## config.mk

```make
export PLATFORM = sky130hd
export DESIGN_NAME = dhskt_queue
export DESIGN_NICKNAME = d
export VERILOG_FILES = /design/src/rtl/core/dhskt_pkg.sv /design/src/rtl/core/dhskt_queue.sv
export SDC_FILE = /design/constraint.sdc
export NUM_CORES = 1
export LEC_CHECK = 0
export ABC_AREA = 1
export BUFFER_PORTS_ARGS = -buffer_cell sky130_fd_sc_hd__buf_2
export CAP_MARGIN = 20
export CORE_ASPECT_RATIO = 1.5
export CORE_MARGIN = 2
export CORE_UTILIZATION = 49
export DETAILED_ROUTE_END_ITERATION = 16
export PLACE_DENSITY = 0.83
export SYNTH_ARGS = -nofsm -noshare
export SYNTH_HDL_FRONTEND = slang
export SYNTH_SLANG_ARGS = --single-unit
```

## constraint.sdc

```tcl
create_clock -name clock -period 12.3 [get_ports clock]
set_clock_uncertainty 0.1 [all_clocks]
set_input_delay 0.615 -clock clock [delete_from_list [all_inputs] [get_ports clock]]
set_output_delay 0.615 -clock clock [all_outputs]
set_load 0.01 [all_outputs]
```

## src/rtl/core/dhskt_pkg.sv

```systemverilog
// ----------------------------------------------------------------------------
// dhskt_pkg
// Types and constants for the double-hashed string key table.
// ----------------------------------------------------------------------------
package dhskt_pkg;

   localparam logic [31:0] FNV_BASIS = 32'd2166136261;
   localparam logic [31:0] FNV_PRIME = 32'd16777619;
   localparam int          MAX_KEY_BYTES = 15;

   localparam logic       KIND_INSERT = 1'b0;
   localparam logic       KIND_SEARCH = 1'b1;

   localparam logic [1:0] ST_INSERTED  = 2'd0;
   localparam logic [1:0] ST_FOUND     = 2'd1;
   localparam logic [1:0] ST_NOT_FOUND = 2'd2;
   localparam logic [1:0] ST_FULL      = 2'd3;

   typedef struct packed {
      logic        kind;
      logic [63:0] key_low;
      logic [55:0] key_high;
      logic [15:0] entry_handle;
   } req_type;

   typedef struct packed {
      logic [1:0]  status;
      logic [7:0]  slot;
      logic [15:0] found_handle;
   } rsp_type;

   // classified item handed from the hash front to the probe back
   typedef struct packed {
      logic        kind;
      logic [63:0] key_low;
      logic [55:0] key_high;
      logic [15:0] entry_handle;
      logic [31:0] hash;
   } job_type;

endpackage

```

## src/rtl/core/dhskt_queue.sv

```systemverilog
// ----------------------------------------------------------------------------
// dhskt_queue
// Two-entry queue between the hash front and the probe back.
// ----------------------------------------------------------------------------
module dhskt_queue (
   input  logic               clock,
   input  logic               reset,
   input  logic               in_valid,
   output logic               in_stall,
   input  dhskt_pkg::job_type in_data,
   output logic               out_valid,
   input  logic               out_stall,
   output dhskt_pkg::job_type out_data
);

   dhskt_pkg::job_type mem_ff [2];
   logic               wp_ff, rp_ff;
   logic [1:0]         cnt_ff;
   logic               push, pop;

   assign in_stall  = (cnt_ff == 2'd2);
   assign out_valid = (cnt_ff != 2'd0);
   assign out_data  = mem_ff[rp_ff];
   assign push      = in_valid && !in_stall;
   assign pop       = out_valid && !out_stall;

   always_ff @(posedge clock) begin
      if (reset) begin
         wp_ff  <= 1'b0;
         rp_ff  <= 1'b0;
         cnt_ff <= 2'd0;
      end else begin
         if (push) wp_ff <= !wp_ff;
         if (pop)  rp_ff <= !rp_ff;
         cnt_ff <= cnt_ff + {1'b0, push} - {1'b0, pop};
      end
      if (push) mem_ff[wp_ff] <= in_data;
   end

endmodule

```

==> flow_metrics.py <==
metrics = {
    "run_status": {
        "status": "complete, no violations",
    },
    "finish": {
        "areaGrowthSynthToFinish_pct": 23.45,
        "drive_above_1_share_pct": 59.85,
        "stdcell_area_sq_mm": 0.01588,
        "nets": 1101,
    },
    "critical_path": {
        "critical_path_class": "reg2out",
        "critPathSlowestCell": "buf_4",
        "crit_fanout": 60,
        "crit_required_ps": 11590,
        "crit_path_end_kind": "output pin",
        "critPathBufInv": 2,
        "start_kind": "register",
        "crit_chain": "buf_4 -> mux2_2 -> buf_2",
        "critPathTopFamily": "buffers and inverters",
        "worstPathArrival_ps": 2990,
        "critPathMaxStageDelay_ps": 900,
    },
    "global_routing": {
        "grt.overflow.total": 0,
        "grt_pass1_vias": 6683,
        "grt_first_pass_wirelength_um": 35860,
        "track_usage_pct": 17.24,
        "grt_max_degree": 99,
        "antenna_found_initial": 7,
    },
    "synthesis": {
        "synth.avg_cell_area_sq_um": 22.81,
        "ys_async_sr_fraction_pct": 0,
        "yosys-top-cells-area": "edfxtp_1 (79%), mux2_4 (12%), mux2_2 (6.0%)",
        "ys_ff_latch": 343,
        "syn_area_sq_mm": 0.01286,
        "synth_fp_nets": 739,
        "syn_inst": 564,
        "synth_edf_count": 338,
        "ys_seq_area_share_pct": 79.69,
        "synth_top_area_cell": "edfxtp_1",
        "yosysMostFrequentCell": "edfxtp_1",
        "ys_types": 12,
        "yosys_warnings": 0,
        "synth_ff_type": "edfxtp_1",
        "synth_top_cell_area_share_pct": 78.91,
        "synth.top_cells.by_count": "edfxtp_1 (338), mux2_4 (101), mux2_2 (68), buf_6 (14)",
    },
    "drt": {
        "routed.top_layer": "met5",
        "wl_um": 24590,
        "drcViolationCount": 0,
        "vias_per_cell": 4.974,
        "wl_met2_um": 13670,
        "wire_per_inst_um": 19.11,
        "met3_length_um": 1829,
        "postRouteAntennaNets": 0,
        "drt_first_iter_violations": 390,
        "first_pass_iters": 4,
        "wl_met1_um": 7989,
        "vias": 6402,
    },
    "cts": {
        "htreeDepth": 1,
        "insertion_delay_ps": 550,
        "cts_hold_buf": 0,
        "cts_buffer_depth": 3,
        "cts_setup_buffers": 0,
        "cts_root_buffer": "clkbuf_16",
        "path_clk_slew_ps": 60,
        "cts_tree": "done",
        "numCtsBuffers": 31,
        "numClockSinks": 343,
        "postCtsResizedCells": 0,
    },
    "floorplan": {
        "die_area_sq_mm": 0.02759,
        "core-area_sq_mm": 0.02576,
        "die_w_um": 136.3,
        "ioPinCount": 344,
        "start_util_pct": 49.92,
        "row_count": 72,
        "die_h_um": 202.4,
    },
    "hold_path": {
        "hold_class": "in2reg",
    },
    "sta": {
        "drv_slew": 0,
        "setup_viol": 0,
        "relSlewSlack_pct": 28.68,
        "final_hold_viol_count": 0,
        "timing.fmax_mhz": 269.7,
        "worst_pin_slew_ps": 1070,
        "rsz0062_at_grt": "false",
        "fin_crit_sh_pct": 30.14,
        "min_period_ps": 3708,
        "fin_setup_tns_ps": 0,
    },
    "place": {
        "dp_hpwl_um": 16320,
        "place_area_sq_mm": 0.01487,
        "place.port_buffers": 343,
        "gp_congestion": 0.7882,
    },
    "pwr": {
        "leakagePower_nw": 6.158,
        "ir_drop_uv": 204.8,
        "p_per_area_mw_per_mm2": 204.4,
    },
    "run": {
        "max_cap_viol_count": 0,
    },
}
## metal layers
layer	track usage, %	up-vias
met5	0	-
met4	8.631	4
met3	4.515	64
met2	32.52	256
met1	16.89	3128
li1	-	2950
## placed cells by master, fill, tap and decap left out
cell type,n
buf_2,343
edfxtp_1,338
mux2_4,101
mux2_2,68
clkbuf_16,31
clkinv_2,11
nor2_1,8
inv_1,8
nand2_1,8
clkinv_1,6
diode_2,5
buf_4,5
bufinv_16,4
dfxtp_1,4
nand3_1,3
a21oi_1,2
ha_1,2
clkbuf_1,2
inv_6,1
nor2_4,1
dfxtp_4,1
inv_8,1
clkinvlp_4,1
## sequential cells by signal (all words and copies together) (netlist names), named ones only
signal and flops:
mem_ff 338, cnt_ff 2, rp_ff 1, wp_ff 1
## report_power, final
| part | switching, mW | internal, mW |
|---|---|---|
| clock | 0.399 | 0.543 |
| combinational | 0.392 | 0.372 |
| sequential | 0.0597 | 1.48 |
## cells by family after synthesis
group                      after synthesis  synth area share, %
muxes                                  169                17.74
AOI/OAI and AO/OA                        2              0.07782
and+or+nand+nor                         20               0.6128
DFF                                    343                79.69
adders and majority gates                2               0.1945
buffers and inverters                   28                1.683
## area by class of cell
type                       count  area (sq um)
sequential                   343         10250
fill                        1837          9886
multi-input combinational    193          2404
timing repair buffer         348          1754
clock buffer                  33         783.3
tap                          333         416.7
clock inverter                23         216.5
inverter                       9         38.79
antenna                        5         12.51
## path summary, 6_finish.rpt
path                             endpoint  cells past startpoint  slack [ps]                  from
setup reg to reg  mem_ff[0][87]$_DFFE_PP_                      6        8600  cnt_ff[0]$_SDFF_PP0_
hold / removal       cnt_ff[0]$_SDFF_PP0_                      2         130                 reset
hold reg to reg                  register                      2         420    rp_ff$_SDFFE_PP0P_
setup / recovery             out_data[28]                      3        8590              register
## stage by stage
stage               total power, mW  setup WS [ps]  hold slack, ps  util (%)  instances
floorplan                     2.098           3806           367.5         -        564
global placement              2.318           8409           383.6     57.70       1226
detailed placement            2.342           8362           401.3     57.70       1226
CTS                           3.289           8478           104.0     61.58       1282
global route                  3.381           8316           116.2     61.63       1287
finish                        3.246           8592           130.4     61.63       1287
No activity file was read; power rests on OpenSTA's default activity.
