==> src/rtl/core/dhskt_pkg.sv <==
// ----------------------------------------------------------------------------
// dhskt_pkg
// Types and constants for the double-hashed string key table.
// ----------------------------------------------------------------------------
package dhskt_pkg;

   localparam logic [31:0] FNV_BASIS = 32'd2166136261;
   localparam logic [31:0] FNV_PRIME = 32'd16777619;
   localparam int          MAX_KEY_BYTES = 15;

   localparam logic       KIND_INSERT = 1'b0;
   localparam logic       KIND_SEARCH = 1'b1;

   localparam logic [1:0] ST_INSERTED  = 2'd0;
   localparam logic [1:0] ST_FOUND     = 2'd1;
   localparam logic [1:0] ST_NOT_FOUND = 2'd2;
   localparam logic [1:0] ST_FULL      = 2'd3;

   typedef struct packed {
      logic        kind;
      logic [63:0] key_low;
      logic [55:0] key_high;
      logic [15:0] entry_handle;
   } req_type;

   typedef struct packed {
      logic [1:0]  status;
      logic [7:0]  slot;
      logic [15:0] found_handle;
   } rsp_type;

   // classified item handed from the hash front to the probe back
   typedef struct packed {
      logic        kind;
      logic [63:0] key_low;
      logic [55:0] key_high;
      logic [15:0] entry_handle;
      logic [31:0] hash;
   } job_type;

endpackage

==> src/rtl/core/dhskt_front.sv <==
// ----------------------------------------------------------------------------
// dhskt_front
// Byte-serial key normalization and FNV-1a hash, one byte per cycle.
// ----------------------------------------------------------------------------
module dhskt_front #(
   parameter int KEY_BYTES = 15
) (
   input  logic               clock,
   input  logic               reset,
   input  logic               req_valid,
   output logic               req_stall,
   input  dhskt_pkg::req_type req_data,
   output logic               job_valid,
   input  logic               job_stall,
   output dhskt_pkg::job_type job_data
);

   localparam int NB = (KEY_BYTES < dhskt_pkg::MAX_KEY_BYTES) ?
                       KEY_BYTES : dhskt_pkg::MAX_KEY_BYTES;

   localparam logic [1:0] S_IDLE = 2'd0;
   localparam logic [1:0] S_HASH = 2'd1;
   localparam logic [1:0] S_DONE = 2'd2;

   logic [1:0]           state_ff, state_in;
   logic [3:0]           idx_ff, idx_in;
   logic [119:0]         key_ff, key_in;
   logic [119:0]         nkey_ff, nkey_in;
   logic [31:0]          hash_ff, hash_in;
   logic                 kind_ff, kind_in;
   logic [15:0]          hdl_ff, hdl_in;
   logic [7:0]           cur_byte;
   logic [31:0]          mixed;

   assign cur_byte = key_ff[{idx_ff, 3'b000} +: 8];
   assign mixed    = hash_ff ^ {24'd0, cur_byte};

   always_comb begin
      state_in = state_ff;
      idx_in   = idx_ff;
      key_in   = key_ff;
      nkey_in  = nkey_ff;
      hash_in  = hash_ff;
      kind_in  = kind_ff;
      hdl_in   = hdl_ff;
      unique case (state_ff)
         S_IDLE: begin
            if (req_valid) begin
               key_in   = {req_data.key_high, req_data.key_low};
               kind_in  = req_data.kind;
               hdl_in   = req_data.entry_handle;
               nkey_in  = '0;
               hash_in  = dhskt_pkg::FNV_BASIS;
               idx_in   = '0;
               state_in = S_HASH;
            end
         end
         S_HASH: begin
            if (cur_byte == 8'd0) begin
               state_in = S_DONE;
            end else begin
               hash_in = mixed * dhskt_pkg::FNV_PRIME;
               nkey_in[{idx_ff, 3'b000} +: 8] = cur_byte;
               idx_in  = idx_ff + 4'd1;
               if (idx_ff == 4'(NB - 1)) state_in = S_DONE;
            end
         end
         S_DONE: begin
            if (!job_stall) state_in = S_IDLE;
         end
         default: state_in = S_IDLE;
      endcase
   end

   always_ff @(posedge clock) begin
      if (reset) state_ff <= S_IDLE;
      else       state_ff <= state_in;
      idx_ff  <= idx_in;
      key_ff  <= key_in;
      nkey_ff <= nkey_in;
      hash_ff <= hash_in;
      kind_ff <= kind_in;
      hdl_ff  <= hdl_in;
   end

   assign req_stall = (state_ff != S_IDLE);
   assign job_valid = (state_ff == S_DONE);
   always_comb begin
      job_data.kind         = kind_ff;
      job_data.key_low      = nkey_ff[63:0];
      job_data.key_high     = nkey_ff[119:64];
      job_data.entry_handle = hdl_ff;
      job_data.hash         = hash_ff;
   end

endmodule

==> config.mk <==
export PLATFORM = sky130hd
export DESIGN_NAME = dhskt_front
export DESIGN_NICKNAME = d
export VERILOG_FILES = /design/src/rtl/core/dhskt_pkg.sv /design/src/rtl/core/dhskt_front.sv
export SDC_FILE = /design/constraint.sdc
export NUM_CORES = 1
export LEC_CHECK = 0
export BUFFER_PORTS_ARGS = -buffer_cell sky130_fd_sc_hd__buf_2
export CAP_MARGIN = 10
export CELL_PAD_IN_SITES_DETAIL_PLACEMENT = 0
export CELL_PAD_IN_SITES_GLOBAL_PLACEMENT = 1
export CORE_ASPECT_RATIO = 1.5
export CORE_MARGIN = 3
export CORE_UTILIZATION = 45
export DETAILED_ROUTE_END_ITERATION = 8
export GPL_ROUTABILITY_DRIVEN = 0
export PLACE_DENSITY_LB_ADDON = 0.1
export REMOVE_ABC_BUFFERS = 1
export SLEW_MARGIN = 20
export SYNTH_ARGS = -nofsm -noshare
export SYNTH_HDL_FRONTEND = slang
export SYNTH_SLANG_ARGS = --single-unit
==> constraint.sdc <==
create_clock -name clock -period 16.1 [get_ports clock]
set_input_delay 1.61 -clock clock [delete_from_list [all_inputs] [get_ports clock]]
set_output_delay 1.61 -clock clock [all_outputs]
set_load 0.03 [all_outputs]
==> run_results.csv <==
group,metric,value,unit
clocking,cts_tree,"built",
floorplan,start_util,0.4579,
clocking,worst_skew_pair.late_latency,0.56,ns
min_path,min_from,"state_ff[0]",
cells_and_area,layout-drive-gt1-share,0.2214,
sta,finalCritPeriodShare,0.5275,
sta,setup_viol,0,
clocking,clk_path_buf_depth,3,
route,antenna_left,0,
yosys,seq_area_frac_synth,0.4883,
clocking,cts.hold.buffers_added,0,
cells_and_area,fin_area,0.02101,sq mm
floorplan,die_w,169.8,um
grt,grt_usage,0.2216,
route,drcViolationCount,0,
placement,dpl_cell_area,0.01999,sq mm
clocking,htreeDepth,1,
floorplan,dieArea,0.04272,sq mm
worst_setup_path,critPathMaxFanout,35,
sta,rsz0062_at_grt,"false",
worst_setup_path,required,16.49,ns
yosys,syn_area,0.01810,sq mm
clocking,postCtsSetupRepairBufs,0,
cells_and_area,syn_to_final_growth,16.05,%
worst_setup_path,cpMostUsedCell,"ha_1",
worst_setup_path,reg2reg_depth,26,
yosys,ys_types,53,
grt,grt.overflow.total,0,
worst_setup_path,cp.arrival,8.88,ns
clocking,numCtsBuffers,29,
min_path,min_to,"state_ff[0]",
floorplan,coreArea,0.03953,sq mm
yosys,ys_top_cells_by_area,"edfxtp_1 49%, ha_1 13%, fa_1 8.2%",
worst_setup_path,critPathCaptureType,"register",
yosys,yosysMostFrequentCell,"edfxtp_1",
worst_setup_path,crit_slowest_cell,"o21ai_0",
yosys,ys.flop_type,"edfxtp_1",
grt,grt_pass1_vias,12655,
worst_setup_path,cpPeakStageDelay,0.72,ns
min_path,hold-path-cell-count,2,
placement,dpl.cell_count,2255,
route,wl_per_cell,20.66,um
yosys,async_flop_share,0,
grt,antenna_found_initial,0,
yosys,syn_avg_cell_area,11.97,sq um
route,drt-pass1-iter-count,5,
yosys,syn_inst,1512,
clocking,cts_sinks,295,
sta,layout_setup_ws,7.607,ns
placement,pre_cts_slack,7.555,ns
floorplan,ios,312,
yosys,synth_top_cell_area_share,0.4861,
route,drt_iter0_markers,525,
sta,final-max-slew-violation-count,0,
sta,min_period,8.493,ns
min_path,hold_class,"register to register",
outcome,status,"finished, final reports clean",
sta,tns,0,ns
route,vias,12185,
grt,grt_max_degree,93,
floorplan,rows,89,
yosys,synth_edf_count,293,
clocking,cts_resized,0,
yosys,synth_seq_cells,295,
worst_setup_path,r2r-start,"idx_ff[0]",
sta,final.setup_skew,0.01355,ns
yosys,ys_warn_count,0,
yosys,synth_commonest_cells,"293 x edfxtp_1, 215 x nor2_1, 189 x inv_1, 188 x ha_1, 94 x mux2i_1",
worst_setup_path,path_class,"register to register",
worst_setup_path,reg2reg_slack,7.61,ns
placement,dp_hpwl,35.94,mm
run,drv_cap,0,
sta,max-slew-margin-rel,0.2544,
cells_and_area,stdcell_count,2307,
sta,worstMarginPinSlew,1.116,ns
grt,grt_pass1_wl,72.37,mm
sta,hold_viol_final,0,
placement,place.port_buffers,311,
worst_setup_path,r2r_end,"hash_ff[31]",
yosys,post-synth-top-area-cell,"edfxtp_1",
cells_and_area,n_antenna_cell,0,
clocking,cts_root_buffer,"clkbuf_16",
floorplan,die_y,251.6,um
route,postRouteWirelength,47.67,mm
worst_setup_path,cp-start-kind,"register",
cells_and_area,final_net_count,2189,
route,viasPerCell,5.282,
sta,max_freq,117.7,MHz
clocking,clk_pin_slew,0.07,ns
[worst max-delay path by stage]
stage                     startpoint           to  slack, ns
after detailed placement   idx_ff[0]  hash_ff[31]       7.55
final                      idx_ff[0]  hash_ff[31]       7.61
after global placement     idx_ff[0]  hash_ff[31]       7.72
after global routing       idx_ff[0]  hash_ff[31]       7.18
after CTS                  idx_ff[0]  hash_ff[31]       7.55
after floorplan            idx_ff[0]  hash_ff[27]       8.16
[per-layer routing]
| metal | GRT usage | vias to the layer above | part of all wire | routed length, um |
|---|---|---|---|---|
| met5 | 0 | - | 0 | 0 |
| met4 | 0.06829 | 0 | 0.032 | 1527 |
| met3 | 0.04734 | 75 | 0.061 | 2901 |
| met2 | 0.4158 | 352 | 0.54 | 25740 |
| met1 | 0.2490 | 5973 | 0.37 | 17500 |
| li1 | - | 5785 | - | - |
[cell families (layout without fill, tap and decap cells)]
kind of cell,Yosys count,count (layout),synth area share
and+or+nand+nor,343,343,0.08094
muxes,108,108,0.06836
AOI/OAI and AO/OA,180,180,0.06076
xor gates and xnor gates,51,51,0.02613
DFF,295,295,0.4883
buffers and inverters,273,568,0.06373
adders and majority gates,262,262,0.2118
[state kept, by name, indices dropped and copies added (netlist names)]
signal	count
nkey_ff	120
state_ff	2
hash_ff	32
kind_ff	1
key_ff	120
hdl_ff	16
idx_ff	4
[worst max-delay path, delay by kind of cell (launching register included)]
| kind | cells | cell delay [ns] |
|---|---|---|
| AO/OA/AOI/OAI | 8 | 2.20 |
| XOR/XNOR | 1 | 0.48 |
| adder cells (fa/ha/maj) | 8 | 2.86 |
| buffers and inverters | 5 | 1.16 |
| flip-flops | 1 | 0.32 |
| multiplexers | 1 | 0.18 |
| AND/OR/NAND/NOR | 3 | 1.08 |
[layout by cell type, fill, tap and decap left out, drive strengths merged, types with 5 or more instances in the layout]
master / Yosys / layout
and2: 12 / 12
o2bb2ai: 7 / 7
nand2: 44 / 44
nand2b: 10 / 10
a21oi: 93 / 93
xor2: 19 / 19
nor2: 215 / 215
xnor2: 32 / 32
nand3: 16 / 16
mux4: 12 / 12
a211oi: 5 / 5
o22ai: 6 / 6
o221ai: 16 / 16
ha: 188 / 188
inv: 189 / 191
a21o: 13 / 13
edfxtp: 293 / 293
clkinv: 0 / 8
fa: 74 / 74
nor3: 21 / 21
nor2b: 9 / 9
bufinv: 0 / 7
mux2i: 94 / 94
o21ai: 18 / 18
buf: 45 / 327
clkbuf: 39 / 34
[cell type report]
type | instances | area, sq um
Fill cell | 3613 | 18530
Multi-Input combinational cell | 944 | 8138
Inverter | 189 | 709.4
Timing Repair Buffer | 327 | 1677
Clock inverter | 18 | 274.0
Sequential cell | 295 | 8838
Clock buffer | 34 | 744.5
Tap cell | 500 | 625.6
[per-stage QoR]
stage	util	hold slack (ns)
CTS	0.5314	0.5784
floorplan	-	0.5013
detailed placement	0.5056	0.5657
global placement	0.5056	0.5512
global route	0.5314	0.6112
finish	0.5314	0.5825
Power is not shown: default switching activity piles up to over one toggle a cycle in this logic, so the estimate is an artifact.
